### src/hw/rtl/amf_pkg.sv
// Shared types, constants and helper functions for the adaptive median filter.
`timescale 1ns / 1ps
package amf_pkg;

   localparam int MAX_WIDTH   = 1024;
   localparam int MAX_RADIUS  = 3;
   localparam int WIN_ROWS    = 2 * MAX_RADIUS + 1;
   localparam int COL_BITS    = $clog2(MAX_WIDTH);
   // The line store keeps the window rows plus the row being filled, rounded
   // up to a power of two so that a row maps to its slot by its low bits.
   localparam int SLOT_BITS   = $clog2(WIN_ROWS + 1);
   localparam int SLOT_ROWS   = 2 ** SLOT_BITS;
   localparam int ADDR_BITS   = SLOT_BITS + COL_BITS;
   localparam int RAM_DEPTH   = SLOT_ROWS * MAX_WIDTH;
   localparam int STORE_DEPTH = WIN_ROWS * MAX_WIDTH;
   localparam int CNT_BITS    = $clog2(WIN_ROWS * WIN_ROWS + 1);

   localparam logic [1:0] REG_FRAME_WIDTH  = 2'd0;
   localparam logic [1:0] REG_FRAME_HEIGHT = 2'd1;
   localparam logic [1:0] REG_MIN_RADIUS   = 2'd2;
   localparam logic [1:0] REG_MAX_RADIUS   = 2'd3;

   localparam logic CMD_PIXEL = 1'b0;
   localparam logic CMD_DRAIN = 1'b1;

   // Control that travels with each sample read from the line store.
   typedef struct packed {
      logic clear_cnt;
      logic clear_ext;
      logic valid;
      logic centre;
      logic first;
   } rank_ctrl_type;

   // Reflect with edge repeat, then clamp to the edge for tiny sizes.
   function automatic logic [12:0] mirror(input logic signed [13:0] i,
                                          input logic [12:0] n);
      logic signed [14:0] v;
      logic signed [14:0] nn;
      begin
         v  = {i[13], i};
         nn = {2'b00, n};
         if (v < 15'sd0) v = -v - 15'sd1;
         if (v >= nn) v = 15'sd2 * nn - 15'sd1 - v;
         if (v < 15'sd0) v = 15'sd0;
         if (v >= nn) v = nn - 15'sd1;
         return v[12:0];
      end
   endfunction

   // Median rank (count of window pixels divided by two) per radius.
   function automatic logic [CNT_BITS-1:0] median_rank(input logic [2:0] r);
      logic [CNT_BITS-1:0] side;
      begin
         side = CNT_BITS'({r, 1'b1});
         return CNT_BITS'((side * side) >> 1);
      end
   endfunction

endpackage

### src/hw/rtl/amf_rank_unit.sv
// Window statistics: running minimum, maximum, centre and rank count.
`timescale 1ns / 1ps
module amf_rank_unit
   import amf_pkg::*;
(
   input  logic                clock,
   input  rank_ctrl_type       ctrl,
   input  logic [7:0]          sample,
   input  logic [7:0]          trial,
   output logic [CNT_BITS-1:0] cnt,
   output logic [7:0]          lo,
   output logic [7:0]          hi,
   output logic [7:0]          centre
);

   logic [CNT_BITS-1:0] cnt_ff;
   logic [7:0]          lo_ff;
   logic [7:0]          hi_ff;
   logic [7:0]          centre_ff;

   always_ff @(posedge clock) begin
      if (ctrl.clear_cnt) begin
         cnt_ff <= '0;
      end else if (ctrl.valid && sample <= trial) begin
         cnt_ff <= cnt_ff + CNT_BITS'(1);
      end
      if (ctrl.clear_ext) begin
         lo_ff <= 8'hFF;
         hi_ff <= 8'h00;
      end else if (ctrl.valid && ctrl.first) begin
         if (sample < lo_ff) lo_ff <= sample;
         if (sample > hi_ff) hi_ff <= sample;
         if (ctrl.centre) centre_ff <= sample;
      end
   end

   assign cnt    = cnt_ff;
   assign lo     = lo_ff;
   assign hi     = hi_ff;
   assign centre = centre_ff;

endmodule
### config.mk
export PLATFORM = sky130hd
export DESIGN_NAME = amf_rank_unit
export DESIGN_NICKNAME = d
export VERILOG_FILES = /design/src/hw/rtl/amf_pkg.sv /design/src/hw/rtl/amf_rank_unit.sv
export SDC_FILE = /design/constraint.sdc
export NUM_CORES = 1
export LEC_CHECK = 0
export BUFFER_PORTS_ARGS = -buffer_cell sky130_fd_sc_hd__buf_2
export CAP_MARGIN = 20
export CORE_ASPECT_RATIO = 0.9
export CORE_UTILIZATION = 46
export CTS_CLUSTER_SIZE = 40
export DETAILED_ROUTE_END_ITERATION = 7
export PLACE_DENSITY = 0.76
export SETUP_SLACK_MARGIN = 0.02
export SLEW_MARGIN = 20
export SYNTH_ARGS = -nofsm -noshare
export SYNTH_HDL_FRONTEND = slang
export SYNTH_SLANG_ARGS = --single-unit
### constraint.sdc
create_clock -name clock -period 1.9 [get_ports clock]
set_clock_uncertainty 0.1 [all_clocks]
set_input_delay 0.095 -clock clock [delete_from_list [all_inputs] [get_ports clock]]
set_output_delay 0.095 -clock clock [all_outputs]
set_load 0.03 [all_outputs]
# == Word level (Yosys, flattened, before mapping) ==
# Index checks and enable logic that the tools add are counted.
# totals
register_bits,30
inputBits,22
elab_cells,14
output_inout_bits,30
# op_classes
bitwise_logic,1
n_lt_le_gt_ge,3
n_reduce_logical,5
addsub,1
# ops
cell,n
$gt A8 B8 Y1,1
$le A8 B8 Y1,1
$lt A8 B8 Y1,1
$add A6 B1 Y6 const B,1
$reduce_and A2 Y1,2
$reduce_and A3 Y1,1
$logic_and A1 B1 Y1,2
$not A1 Y1,1

# == Longest topological paths before layout ==
# depth
ltp_word,2
mapped_depth,9
depth_no_buf,8

# == Worst setup path after synthesis ==
# OpenSTA, ideal clock, no wires.
# synth_path
path_kind,flip-flop to flip-flop
from,register lo_ff[5] (netlist: lo[5])
to,register lo_ff[6] (netlist: lo[6])
stages_incl_launch_ff,10
arrival_time_ns,2.071
synth_period_minus_slack_ns,2.291
required_time_ns,1.680
setup_ns,0.120
setup_slack_ns,-0.391
n_path_buf,1
cell_sequence,dfxtp_1 inv_1 ha_1 a211o_1 a21oi_2 o21ai_2 a41oi_4 buf_6 nor2_2 a211o_1
# synth_via
elab_chain_cells,2
# synth_rtl
element,line_no,text
from (decl),amf_rank_unit.sv:17,logic [7:0] lo_ff;
from (signal assigned),amf_rank_unit.sv:31,if (sample < lo_ff) lo_ff <= sample;
$lt A8 B8 Y1,amf_rank_unit.sv:31,
$reduce_and A2 Y1 (no line),-,
# Every way passes these cells.
# A chain may end at the register's enable or synchronous reset.

# == Final worst setup path ==
# layout_path
from,register lo_ff[4] (netlist: lo[4])
to,register lo_ff[6] (netlist: lo[6])
# Same word-level chain as after synthesis.

==> summary.md <==
| Metric | Value |
|---|---|
| Final worst slack | -0.05250 ns |
| Vias in the first global route | 1321 |
| Count of cell types in the netlist | 33 |
| P_leak | 0.001104 uW |
| Syn nets | 215 |
| FF+latch count, synth | 30 |
| Total congestion overflow | 0 |
| Residual DRC | 0 |
| Fmax achieved | roughly 500 MHz |
| Root Driver | clkbuf_8 |
| Min Tclk post-route | 1.953 ns |
| Final setup violating endpoints | 7 |
| HP Class | in -> reg |
| Design area | between 2000 and 2500 um2 |
| Core Area | 3453 um2 |
| Clock power share | 0.296 |
| Crit path DAT | 2.03 ns |
| Status | finished with violations |
| Initial Util | 0.4957 |
| Ranking of synthesized cells by area | dfxtp_1 (26%), ha_1 (18%), edfxtp_1 (14%) |
| Final period utilization | 1.028 |
| VDD IR max | around 500 uV |
| Startpoint Class | flop |
| Prevailing post-synth register cell | dfxtp_1 |
| Failing checks | setup timing |
| Worst setup EP type | flop |
| Die X | around 66 um |
| Die ar. | 3969 um2 |
| WP data required | 1.97 ns |
| Io pins | 52 |
| Detailed Place HPWL | 2.857 mm |
| Hold_ws | 0.01083 ns |
| Internal power | 1122 uW |
| Post-DP Area | 2115 um2 |
| DR vias/cell | 5.163 |
| Flop pwr share | 0.437 |
| Ys Warns | 0 |
| Syn avg cell area | 10.13 um2 |
| Initial antenna violation count | 0 |
| Clock Latency Late Sink | 0.28 ns |
| First-pass GRT wire length | 6.003 mm |
| Worst-Margin Slew | 0.4090 ns |
| Register area share after synthesis | 0.3977 |
| GRT Util Overall | 0.2101 |
| # rows | 20 |
| Clock Tree Buf Depth | 2 |
| Slew Viols, Final | 0 |
| Max Cap Viol | 0 |
| Net Sw Frac | 0.3083 |
| Clock sink count | 30 |
| Worst-path clk slew | approximately 0.060 ns |
| Final net count | 289 |
| Vias | approximately 1500 |
| Share of the synthesized area in the top cell type | 0.2573 |
| H-tree lvl count | 2 |
| Port Buf Inserts | 51 |
| P_sw | approximately 500 uW |
| Largest area contributor in the netlist | dfxtp_1 |
| P per Cell Area | ~690 nW/um2 |
| Combinational group share of total power | 0.266 |
| Num CTS Buffers | 5 |
| DRT iter0 DRCs | 79 |
| Hold Vio Cnt, Final | 0 |
| Synthesized area | about 1700 um2 |
| P&R area growth vs syn | 37.65% |
| CTS tree | done |
| Final wirelength | 4.075 mm |
| RSZ-0062 raised after global routing | yes |
| Mapped Cells | 169 |
| ANT cells | 0 |
| Max_slew headroom | 0.7271 |
| Global placer's final weighted congestion | 0.7625 |
| EDFF count, synth | 8 |
| Die H | 59.87 um |
| Detailed Routing Iterations Pass 1 | 4 |
| Max FO, Critical Path | 5 |
| Fraction of layout cells with a size suffix above 1 | 0.4549 |
| Async SR Flop Fraction | 0 |
| Largest net degree at the start of global routing | 19 |
| Critical setup path kind | reg -> reg |
| Routed Antenna Nets | 0 |
| Routed WL per cell | 14.15 um |
[layout make-up]
| type | instances | area [um2] |
|---|---|---|
| Clock buffer | 6 | 72.57 |
| Clock inverter | 2 | 8.758 |
| Fill cell | 279 | 1097 |
| Inverter | 22 | 87.58 |
| Multi-Input combinational cell | 115 | 1012 |
| Sequential cell | 30 | 706.9 |
| Tap cell | 44 | 55.05 |
| Timing Repair Buffer | 69 | 412.9 |
[routing by layer]
metal | GRT usage | vias to the layer above | routed length, um | share of wire
met5 | 0 | - | 0 | 0
met4 | 0.09726 | 0 | 78 | 0.019
met3 | 0.05534 | 10 | 223 | 0.055
met2 | 0.3192 | 50 | 1884 | 0.46
met1 | 0.2788 | 677 | 1888 | 0.46
li1 | - | 750 | - | -
[synth_stat cells (4+ instances only)]
master and number:
edfxtp_1 8, nor2_1 22, nand4_1 5, a211o_2 6
dfxtp_1 22, a21oi_1 9, ha_1 24, inv_1 22
nand2_1 4, mux2i_1 9
[cell families after synthesis]
kind of cell | synth area share
adder cells (fa/ha/maj) | 0.1754
AND/OR/NAND/NOR | 0.1404
flip-flops | 0.3977
multiplexers | 0.05921
buffers and inverters | 0.06652
XOR/XNOR | 0.01535
AO/OA/AOI/OAI | 0.1455
[stage by stage]
stage / cells / setup WS [ns] / utilization / TNS (ns) / power [uW]
finish: 288 / -0.05250 / 0.6822 / -0.2691 / 1622
global route: 288 / -0.1218 / 0.6822 / -0.9494 / 1700
CTS: 287 / -0.03204 / 0.6696 / -0.08506 / 1607
detailed placement: 271 / -0.06531 / 0.6123 / -0.3662 / 1096
global placement: 271 / -0.03316 / 0.6123 / -0.1876 / 1085
floorplan: 169 / -0.02941 / - / -0.02941 / 971.9
[power groups by stage]
stage | Clock, uW | Combinational [uW] | Sequential, uW
floorplan | 0 | 189 | 783
global placement | 0 | 364 | 721
detailed placement | 0 | 374 | 722
CTS | 488 | 410 | 709
global route | 519 | 469 | 712
finish | 481 | 432 | 709
[timing repair]
action / CTS / global route
pin swaps: 1 / 16
cloned: 1 / 0
resized for setup: 5 / 9
buffers inserted: 4 / 1
hold endpoints to repair: 6 / 0
hold buffers: 3 / 0
endpoints found under the setup margin: 7 / 16
[flip-flops by register name (all words and copies together) (netlist names)]
signal,flops
centre,8
lo,8
cnt,6
hi,8
[layout by cell type, fill, tap and decap left out, types with 2 or more instances in the layout]
cell type      count
a21oi_1            9
nor2b_1            2
buf_6              4
o211ai_1           3
nand2b_1           2
nand4_1            5
inv_4              2
a211o_1            2
a21o_1             2
buf_4             11
xnor2_1            3
a21oi_2            2
mux2i_1            9
ha_4               4
edfxtp_1           8
nand2_1            4
nor2_2             2
dfxtp_2            9
buf_2             51
a41oi_4            2
dfxtp_4            4
inv_1             18
dfxtp_1            9
a211o_2            6
nor3_1             2
nand3_1            3
clkbuf_8           5
dlygate4sd3_1      3
ha_1              20
nor2_1            21
inv_2              2
[path summary, 6_finish.rpt]
kind,start,end,slack [ns],cells after the start
hold / removal,sample[4],centre[4]$_DFFE_PP_,0.01,1
hold reg to reg,hi[6]$_SDFFE_PP0P_,hi[6]$_SDFFE_PP0P_,0.40,2
setup / recovery,lo[4]$_SDFFE_PP1P_,lo[6]$_SDFFE_PP1P_,-0.05,9
setup reg to reg,lo[4]$_SDFFE_PP1P_,lo[6]$_SDFFE_PP1P_,-0.05,9
[critical path: stages, from the launching register on]
cell	delay [ns]
dfxtp_4	0.34
inv_2	0.04
ha_1	0.19
a211o_1	0.32
a21oi_2	0.12
o21ai_2	0.10
a41oi_4	0.24
buf_6	0.14
nor2_2	0.03
a211o_1	0.22
Note: power is estimated with default switching activity, not from simulation.
